`src/sv/triangle_tangent_vectors_defines.svh`:
```
// Assertion macros shared by the block's RTL.
// Define NO_ASSERTIONS to compile them away.
`ifndef TRIANGLE_TANGENT_VECTORS_DEFINES_SVH
`define TRIANGLE_TANGENT_VECTORS_DEFINES_SVH

`ifndef NO_ASSERTIONS
`define TTV_ASSERT(label, prop) \
  label: assert property (@(posedge clk_i) disable iff (!rst_ni) prop) \
    else $error("ttv: property violated");
`define TTV_ASSERT_NEVER(label, expr) \
  label: assert property (@(posedge clk_i) disable iff (!rst_ni) !(expr)) \
    else $error("ttv: forbidden condition seen");
`else
`define TTV_ASSERT(label, prop)
`define TTV_ASSERT_NEVER(label, expr)
`endif

`endif

```
`src/sv/ttv_pkg.sv`:
```
package ttv_pkg;

  localparam int IDX_W   = 16;
  localparam int VAL_W   = 32;
  localparam int DELTA_W = VAL_W + 1;
  localparam int PROD_W  = 2 * VAL_W;
  localparam int SUM_W   = PROD_W + 2;
  localparam int MAG_W   = SUM_W - 1;
  localparam int QUO_W   = VAL_W;
  localparam int STEP_W  = $clog2(QUO_W + 1);
  localparam int AXES    = 3;
  localparam int MUL_OPS = 2 + 2 * AXES;
  localparam int MCNT_W  = $clog2(MUL_OPS);

  localparam int DEF_INDEX_BITS    = 16;
  localparam int DEF_FRACTION_BITS = 16;

  typedef enum logic [1:0] {
    ST_IDLE,
    ST_MUL,
    ST_DIV,
    ST_EMIT
  } ttv_state_e;

  // Tag travelling alongside a request through the multiplier
  typedef struct packed {
    logic              vld;
    logic              sub;
    logic [MCNT_W-1:0] tag;
  } ttv_mul_ctl_t;

  typedef struct packed {
    logic go;
    logic neg;
  } ttv_div_ctl_t;

endpackage

```
`src/sv/ttv_div.sv`:
```
module ttv_div #(
  parameter int FRACTION_BITS = ttv_pkg::DEF_FRACTION_BITS
) (
  input  logic                        clk_i,
  input  logic                        rst_ni,
  input  ttv_pkg::ttv_div_ctl_t       ctl_i,
  input  logic [ttv_pkg::MAG_W-1:0]   num_mag_i,
  input  logic [ttv_pkg::MAG_W-1:0]   den_mag_i,
  output logic                        done_o,
  output logic [ttv_pkg::VAL_W-1:0]   quot_o
);
  import ttv_pkg::*;

  localparam int DivW = MAG_W + QUO_W;

  logic [DivW-1:0]   rem_q, rem_d, dsh_q, dsh_d, diff;
  logic [QUO_W-1:0]  quo_q, quo_d;
  logic [STEP_W-1:0] step_q, step_d;
  logic              busy_q, busy_d, done_q, done_d, neg_q, neg_d, ge;
  logic [VAL_W-1:0]  res_q, res_d;

  // Clamp the magnitude quotient into a signed result word
  function automatic logic [VAL_W-1:0] sat_word(logic neg, logic ovf,
                                                logic [QUO_W-1:0] q);
    logic [VAL_W-1:0] r;
    if (neg) begin
      if (ovf || (q[QUO_W-1] && (|q[QUO_W-2:0]))) r = {1'b1, {(VAL_W-1){1'b0}}};
      else r = -q;
    end else begin
      if (ovf || q[QUO_W-1]) r = {1'b0, {(VAL_W-1){1'b1}}};
      else r = q;
    end
    return r;
  endfunction

  always_comb begin
    rem_d  = rem_q;
    dsh_d  = dsh_q;
    quo_d  = quo_q;
    step_d = step_q;
    busy_d = busy_q;
    neg_d  = neg_q;
    done_d = 1'b0;
    res_d  = res_q;
    ge     = rem_q >= dsh_q;
    diff   = rem_q - dsh_q;
    if (ctl_i.go) begin
      rem_d  = DivW'(num_mag_i) << FRACTION_BITS;
      dsh_d  = DivW'(den_mag_i) << QUO_W;
      quo_d  = '0;
      step_d = STEP_W'(QUO_W);
      busy_d = 1'b1;
      neg_d  = ctl_i.neg;
    end else if (busy_q) begin
      dsh_d = dsh_q >> 1;
      if (step_q == STEP_W'(QUO_W)) begin
        // first step only checks whether the quotient overflows the word
        if (ge) begin
          busy_d = 1'b0;
          done_d = 1'b1;
          res_d  = sat_word(neg_q, 1'b1, quo_q);
        end else begin
          step_d = step_q - 1'b1;
        end
      end else begin
        if (ge) rem_d = diff;
        quo_d = {quo_q[QUO_W-2:0], ge};
        if (step_q == '0) begin
          busy_d = 1'b0;
          done_d = 1'b1;
          res_d  = sat_word(neg_q, 1'b0, quo_d);
        end else begin
          step_d = step_q - 1'b1;
        end
      end
    end
  end

  always_ff @(posedge clk_i or negedge rst_ni) begin
    if (!rst_ni) begin
      busy_q <= 1'b0;
      done_q <= 1'b0;
      step_q <= '0;
    end else begin
      busy_q <= busy_d;
      done_q <= done_d;
      step_q <= step_d;
    end
  end

  always_ff @(posedge clk_i) begin
    rem_q <= rem_d;
    dsh_q <= dsh_d;
    quo_q <= quo_d;
    neg_q <= neg_d;
    res_q <= res_d;
  end

  assign done_o = done_q;
  assign quot_o = res_q;

endmodule

```
`config.mk`:
```
export PLATFORM = sky130hd
export DESIGN_NAME = ttv_div
export DESIGN_NICKNAME = d
export VERILOG_FILES = /design/src/sv/triangle_tangent_vectors_defines.svh /design/src/sv/ttv_pkg.sv /design/src/sv/ttv_div.sv
export SDC_FILE = /design/constraint.sdc
export NUM_CORES = 1
export LEC_CHECK = 0
export BUFFER_PORTS_ARGS = -buffer_cell sky130_fd_sc_hd__buf_2
export CAP_MARGIN = 20
export CORE_MARGIN = 2
export CORE_UTILIZATION = 35
export CTS_CLUSTER_DIAMETER = 60
export DETAILED_ROUTE_END_ITERATION = 10
export GPL_ROUTABILITY_DRIVEN = 0
export HOLD_SLACK_MARGIN = 0.05
export PLACE_DENSITY = 0.62
export SYNTH_ARGS = -nofsm -noshare
export SYNTH_HDL_FRONTEND = slang
export SYNTH_SLANG_ARGS = --single-unit
```
`constraint.sdc`:
```
create_clock -name clk_i -period 6.3 [get_ports clk_i]
set_input_delay 0.63 -clock clk_i [delete_from_list [all_inputs] [get_ports clk_i]]
set_output_delay 0.63 -clock clk_i [all_outputs]
set_load 0.01 [all_outputs]
```
==> results of run 1 <==
## Yosys cell counts, types with 4 or more instances
| cell type | n | area [um^2] |
|---|---|---|
| clkbuf_1 | 111 | 417 |
| o21ai_1 | 7 | 35.0 |
| o31ai_1 | 105 | 788 |
| nor3b_1 | 8 | 60.1 |
| o21a_1 | 13 | 97.6 |
| nor2_1 | 121 | 454 |
| o21ai_0 | 118 | 591 |
| xor2_1 | 39 | 342 |
| a22o_1 | 11 | 96.3 |
| xnor2_1 | 54 | 473 |
| a21boi_0 | 6 | 45.0 |
| and3_1 | 7 | 43.8 |
| a211oi_1 | 11 | 82.6 |
| nor4_1 | 12 | 75.1 |
| o211ai_1 | 15 | 113 |
| o21bai_1 | 20 | 150 |
| and2_1 | 7 | 43.8 |
| or3_1 | 13 | 81.3 |
| o221ai_1 | 4 | 35.0 |
| dfxtp_1 | 95 | 1900 |
| a31o_2 | 4 | 35.0 |
| a21oi_1 | 196 | 981 |
| dfrtp_1 | 8 | 200 |
| nand4_1 | 47 | 294 |
| a31oi_1 | 14 | 87.6 |
| nor3_1 | 42 | 210 |
| or2_2 | 4 | 25.0 |
| nand2_1 | 336 | 1260 |
| or4_1 | 9 | 67.6 |
| ha_1 | 99 | 1240 |
| nand2b_1 | 15 | 93.8 |
| inv_1 | 134 | 503 |
| o41ai_1 | 5 | 43.8 |
| a21o_1 | 49 | 368 |
| edfxtp_1 | 163 | 4890 |
| a211o_1 | 25 | 219 |
| buf_1 | 7 | 26.3 |
| mux2i_1 | 34 | 340 |
| buf_2 | 23 | 115 |
| nor2b_1 | 9 | 56.3 |
| nand3_1 | 28 | 140 |
## layer usage
metal	global-route usage	routed length [um]
met3	0.0323	2670
met1	0.249	23100
met4	0.0617	1540
met2	0.301	22600
met5	0	0
## how the worst min path moves through the flow
stage / endpoint / from / slack [ns]
2_1_floorplan: busy_q / rst_ni / 0.33
3_3_place_gp: rem_q[96] / rem_q[96] / 0.44
3_5_place_dp: rem_q[9] / rem_q[9] / 0.45
4_1_cts: neg_q / ctl_i[0] / 0.25
5_1_grt: neg_q / ctl_i[0] / 0.25
6_report: neg_q / ctl_i[0] / 0.28
## sequential cells by signal, indices dropped and copies added (netlist names)
signal and cells:
dsh_q 97, rem_q 97, quot_o 32, quo_q 31, step_q 6, busy_q 1, done_o 1, neg_q 1
## logic make-up after synthesis
logic type,Yosys count,share of synthesized area
XOR/XNOR,93,0.0460
adder cells (fa/ha/maj),100,0.0711
buffers and inverters,280,0.0616
flip-flops,266,0.395
AND/OR/NAND/NOR,677,0.174
multiplexers,35,0.0199
AO/OA/AOI/OAI,638,0.232
## metrics by stage
step | instance area (um^2) | utilization | setup slack (ns) | power, mW | hold slack [ns]
2_1_floorplan | 17700 | - | 0.700 | 6.78 | 0.334
5_1_grt | 20200 | 0.403 | 0.148 | 11.1 | 0.250
3_5_place_dp | 19000 | 0.379 | 0.605 | 8.23 | 0.449
3_3_place_gp | 19000 | 0.379 | 0.707 | 8.17 | 0.443
6_report | 20200 | 0.403 | 0.524 | 10.3 | 0.282
4_1_cts | 20200 | 0.403 | 0.584 | 10.3 | 0.249
## worst max-delay path, cell delays in order (launching register included)
cell	delay (ns)
edfxtp_1	0.37
ha_1	0.37
a21oi_1	0.26
o21ai_0	0.17
a21oi_1	0.22
o221a_2	0.24
nand2_1	0.06
nor3_1	0.45
o21a_1	0.30
o21a_1	0.17
ha_1	0.19
nand2_1	0.08
or3_1	0.43
or4_4	0.48
or2_1	0.26
or3_1	0.33
nor2_1	0.10
nand2_1	0.12
or4_1	0.45
nor3b_1	0.16
a211o_1	0.30
## area by class of cell
class                      instances  share of cell area
clock buffer                      47              0.0487
clock inverter                    15             0.00880
inverter                         136              0.0253
multi-input combinational       1543               0.478
sequential                       266               0.347
tap                              672              0.0417
timing repair buffer             186              0.0513
## power groups by stage
stage	Combinational, mW	Sequential (mW)	Clock [mW]
2_1_floorplan	4.23	2.55	0
4_1_cts	5.66	2.58	2.06
3_5_place_dp	5.62	2.61	0
3_3_place_gp	5.58	2.59	0
5_1_grt	6.34	2.59	2.13
6_report	5.77	2.55	2.00
==> key figures, run 1 <==
Synth
  – Share of async-settable or async-resettable flops after synthesis: 0.0301
  – Sequential area share after synthesis: 0.395
  – Syn Nets: 2323
  – Yosys warning count: 0
  – Post-Syn Instances: 2089
  – Mapped cell area: 0.0177 mm^2
  – Yosys reg bits: 266
  – Main synth FF type: edfxtp_1
  – Synth Area per Inst: 8.48 um^2
  – EDFF count, synth: 163
  – Count of different cell masters after synthesis: 82

Power and ir drop
  – Worst VDD drop: 0.000270 V
  – Power per Cell Area: 511 mW/mm^2
  – Sequential share of power: 0.247
  – Leak: 8.56 nW
  – Combinational Power Share: 0.559
  – NetSw: 4.62 mW
  – Internal power: 5.70 mW
  – Clock power share: 0.194
  – Switching part of the total power: 0.447

Global route
  – Congestion Overflow GR: 0
  – Initial antenna violation count: 0
  – First-pass GRT wire length: 79600 um
  – Largest net degree at the start of global routing: 175
  – Tot GR Track Use: 0.185
  – Vias in the first global route: 15221

Worst setup path
  – R2r startpoint: rem_q[28]
  – WP data arrival: 6.05 ns
  – CP startpoint: rem_q[28]
  – WP data required: 6.58 ns
  – Worst r2r path cells: 20
  – Endpoint type of the worst setup path: flip-flop
  – Reg2Reg Capture Point: quot_o[28]
  – CP endpoint: quot_o[28]
  – Worst R2R Setup Slack: 0.52 ns
  – Startpoint types: flip-flop
  – CP Max Fanout: 8
  – Setup CP Type: flip-flop to flip-flop

Layout
  – Most frequent cells in the layout: 335 x nand2_1, 195 x a21oi_1, 165 x buf_2
  – Finished Layout Cells: 2865
  – Antenna Cells: 0
  – Layout Nets: 2402
  – Seq. cell area: 0.00700 mm^2
  – Fillers: 5110
  – Multi-input logic area: 0.00964 mm^2
  – Commonest non-fill, non-tap cell in the layout: nand2_1
  – Area grow syn2layout: 14.0%
  – Share of cells above drive strength 1: 0.123

Clocking
  – Clk sinks: 266
  – Max clock buf depth: 3
  – Setup bufs post-CTS: 0
  – Root buffer cell: clkbuf_16
  – CTS resizes: 0
  – H-Tree Depth: 2
  – CTS tree: done
  – Hold_buf cts: 1
  – Num CTS Buffers: 35
  – Clk slew on worst S/H paths: 0.06 ns
  – Skew-Pair Late Insertion Delay: 0.54 ns

Placement
  – Hpwl dp: 35700 um
  – Quantity of I/O buffers inserted on ports: 166
  – Post-Place Cells: 2800

Timing
  – Slew HR: 0.316
  – Final Hold Viols: 0
  – Crit share post-route: 0.917
  – TNS Setup: 0 ns
  – Worst Tran Pin Value: 1.03 ns
  – Final setup violating endpoints: 0
  – RSZ-0062 raised after global routing: no
  – F_max: 0.173 GHz
  – Worst Clk Skew: 0.0274 ns
  – Max Slew Vio Count: 0
  – Min Tclk post-route: 5.78 ns

Floorplanning
  – Initial Util: 0.354
  – Die area: 0.0524 mm^2
  – # rows: 82
  – Die X: 229 um
  – Die Y: 229 um
  – Core Region: 0.0501 mm^2
  – Io pins: 167

Detailed routing
  – DRT iter0 DRCs: 1558
  – # DRC: 0
  – Via-to-Cell Ratio: 5.47
  – Antenna-violating nets left: 0
  – DR vias: 15683
  – DR pass1 iterations: 5
  – Total wire length: 49900 um
  – Drt wl/cell: 17.4 um

Hold path
  – Hold crit path type: input port to flip-flop
  – Hold path depth: 1

Run status
  – Status: complete, no violations

Flow run
  – Max_cap viols: 0
No activity file was read; power rests on OpenSTA's default activity.
==> inputs of run 2 (changes only) <==
--- a/config.mk
+++ b/config.mk
@@ -5,6 +5,7 @@
 export SDC_FILE = /design/constraint.sdc
 export NUM_CORES = 1
 export LEC_CHECK = 0
+export ABC_AREA = 1
 export BUFFER_PORTS_ARGS = -buffer_cell sky130_fd_sc_hd__buf_2
 export CAP_MARGIN = 20
 export CORE_MARGIN = 2
==> key figures, run 2 <==
Clocking
  – Root buffer cell: clkbuf_16
  – CTS resizes: 0 (unchanged)
  – Num CTS Buffers: 37 (+5.7%)
  – H-Tree Depth: 2 (unchanged)
  – Skew-Pair Late Insertion Delay: 0.58 ns (+0.04 ns)
  – Clk sinks: 266 (unchanged)
  – Clk slew on worst S/H paths: 0.06 ns (about the same)
  – CTS tree: done
  – Max clock buf depth: 3 (unchanged)

Timing
  – RSZ-0062 raised after global routing: no
  – Crit share post-route: 0.715 (-0.202)
  – F_max: 0.222 GHz (+28%)
  – Final setup violating endpoints: 0 (unchanged)
  – Min Tclk post-route: 4.50 ns (-1.27 ns)
  – Worst Clk Skew: 0.0357 ns (+0.00825 ns)
  – Max Slew Vio Count: 0 (unchanged)
  – Worst Tran Pin Value: 1.05 ns (+0.0279 ns)
  – Slew HR: 0.293 (-0.0229)
  – Hold Slack: 0.235 ns (-0.0478 ns)
  – Final Hold Viols: 0 (unchanged)
  – TNS Setup: 0 ns (unchanged)
  – Worst setup margin: 1.80 ns (+1.27 ns)

Synth
  – Post-synth top area cell: edfxtp_1
  – Most common cell in the netlist: nand2_1
  – Synth Area per Inst: 7.24 um^2 (-15%)
  – Count of different cell masters after synthesis: 54 (-34%)
  – Syn Nets: 2759 (+19%)
  – EDFF count, synth: 163 (unchanged)
  – Mapped cell area: 0.0183 mm^2 (+3.3%)
  – Main synth FF type: edfxtp_1
  – Sequential area share after synthesis: 0.383 (-0.0125)
  – Yosys warning count: 0 (unchanged)
  – Post-Syn Instances: 2525 (+21%)
  – Yosys reg bits: 266 (unchanged)
  – Share of async-settable or async-resettable flops after synthesis: 0.0301 (unchanged)
  – Synth top area share: 0.268 (-0.00872)
  – Synth top cells by count: 616 x nand2_1, 308 x inv_1, 302 x nor2_1, 302 x o21ai_0, 174 x a21oi_1
  – Synth area leaders: edfxtp_1 27%, nand2_1 13%, dfxtp_1 10%

Floorplanning
  – Core Region: 0.0515 mm^2 (+2.9%)
  – # rows: 83 (+1.2%)
  – Io pins: 167 (unchanged)
  – Die Y: 233 um (+1.6%)
  – Die area: 0.0541 mm^2 (+3.2%)
  – Die X: 233 um (+1.6%)
  – Initial Util: 0.355 (+0.00130)

Global route
  – GRT met3 Usage: 0.0276 (-0.00474)
  – Congestion Overflow GR: 0 (unchanged)
  – First-pass GRT wire length: 88200 um (+11%)
  – GR Util met1: 0.267 (+0.0186)
  – Vias in the first global route: 17072 (+12%)
  – Largest net degree at the start of global routing: 98 (-44%)
  – Tot GR Track Use: 0.202 (+0.0171)
  – Top Usage Layer GRT: met2
  – Initial antenna violation count: 0 (unchanged)
  – M2 GR Usage: 0.338 (+0.0371)

Layout
  – Share of cells above drive strength 1: 0.110 (-0.0135)
  – Area grow syn2layout: 15.1%
  – Fin area: 0.0210 mm^2 (+4.3%)
  – Finished Layout Cells: 3390 (+18%)
  – Layout Nets: 2916 (+21%)
  – Final Util: 0.409 (+0.00548)
  – Most frequent cells in the layout: 615 x nand2_1, 307 x inv_1, 302 x o21ai_0
  – Antenna Cells: 0 (unchanged)
  – Commonest non-fill, non-tap cell in the layout: nand2_1

Power and ir drop
  – Final Total Pwr: 7.91 mW (-23%)
  – Leak: 9.16 nW (+7.0%)
  – Power per Cell Area: 376 mW/mm^2 (-26%)
  – Worst VDD drop: 0.000172 V (-36%)

Worst setup path
  – Worst R2R Setup Slack: 1.80 ns (+1.27 ns)
  – Slowest stage delay, CP: 0.53 ns (+0.05 ns)
  – CP dominant cell by count: nand2_1
  – WP data arrival: 4.83 ns (-1.22 ns)
  – Slowest cell on crit path: nor2_2
  – Startpoint types: flip-flop
  – Setup CP Type: flip-flop to flip-flop
  – WP data required: 6.63 ns (+0.05 ns)
  – Endpoint type of the worst setup path: flip-flop
  – CP Max Fanout: 11 (+3)
  – Worst r2r path cells: 25 (+25%)

Placement
  – Dpl ws: 1.80 ns (+1.20 ns)
  – Cell area after placement: 0.0198 mm^2 (+4.1%)
  – Post-Place Cells: 3320 (+19%)
  – Hpwl dp: 43700 um (+22%)
  – Quantity of I/O buffers inserted on ports: 166 (unchanged)

Detailed routing
  – Drt wl/cell: 16.5 um (-5.3%)
  – # DRC: 0 (unchanged)
  – Antenna-violating nets left: 0 (unchanged)
  – Via-to-Cell Ratio: 5.18 (-5.4%)
  – Total wire length: 55900 um (+12%)
  – DRT iter0 DRCs: 1328 (-15%)
  – DR vias: 17549 (+12%)
  – DR pass1 iterations: 6 (+1)

Run status
  – Status: complete, no violations

Hold path
  – Hold path depth: 1 (unchanged)
  – Hold crit path type: input port to flip-flop

Flow run
  – Max_cap viols: 0 (unchanged)
run 2: cell types whose count changed after synthesis, sizes merged, moves of 32 or more:
cell and delta:
a21o -36, clkbuf -69, inv +175, mux2i -34
nand2 +289, nand3 +32, nand4 -33, nor2 +192
o21ai +223, o31ai -101
run 2: what timing repair did:
| item | in CTS | in global routing |
|---|---|---|
| setup buffers | 0 | 0 |
| hold endpoints to repair | 8 | 0 |
| hold buffers | 1 | 0 |
run 2: path summary, 6_finish.rpt:
path,end,startpoint
setup / recovery,quot_o[30],rem_q[60]
hold / removal,neg_q,ctl_i[0]
setup reg to reg,quot_o[30],rem_q[60]
hold reg to reg,rem_q[94],rem_q[94]
max in group asynchronous,step_q[1],rst_ni
min in group asynchronous,done_o,rst_ni
run 2: area by class of cell:
class / count / area [um^2]
fill: 5409 / 30500
multi-input combinational: 1888 / 9850
sequential: 266 / 7000
inverter: 313 / 1180
clock buffer: 47 / 995
timing repair buffer: 176 / 943
tap: 680 / 851
clock inverter: 20 / 233
run 2: logic make-up (layout without fill, tap and decap cells):
kind of cell	after synthesis	after routing	share of synthesized area
buffers and inverters	371	556	0.0790
flip-flops	266	266	0.383
AND/OR/NAND/NOR	1069	1069	0.238
AO/OA/AOI/OAI	642	642	0.195
XOR/XNOR	77	77	0.0369
adder cells (fa/ha/maj)	100	100	0.0688
run 2: critical path: cells and delay by family, from the launching register on:
| kind | cells | cell delay, ns |
|---|---|---|
| AND/OR/NAND/NOR | 17 | 2.42 |
| adder cells (fa/ha/maj) | 2 | 0.67 |
| AO/OA/AOI/OAI | 3 | 0.45 |
| flip-flops | 1 | 0.37 |
| XOR/XNOR | 1 | 0.19 |
| buffers and inverters | 2 | 0.15 |
run 2: report_power, final:
| part | internal (mW) | total [mW] | leakage (nW) | switching, mW |
|---|---|---|---|---|
| sequential | 2.23 | 2.41 | 2.55 | 0.182 |
| clock | 1.23 | 2.09 | 0.589 | 0.857 |
| combinational | 1.08 | 3.42 | 6.03 | 2.33 |
run 2: layer usage:
layer	vias to the layer above	wire [um]
met3	112	3140
met4	0	1780
li1	8737	-
met5	-	0
met2	582	25900
met1	8118	25000
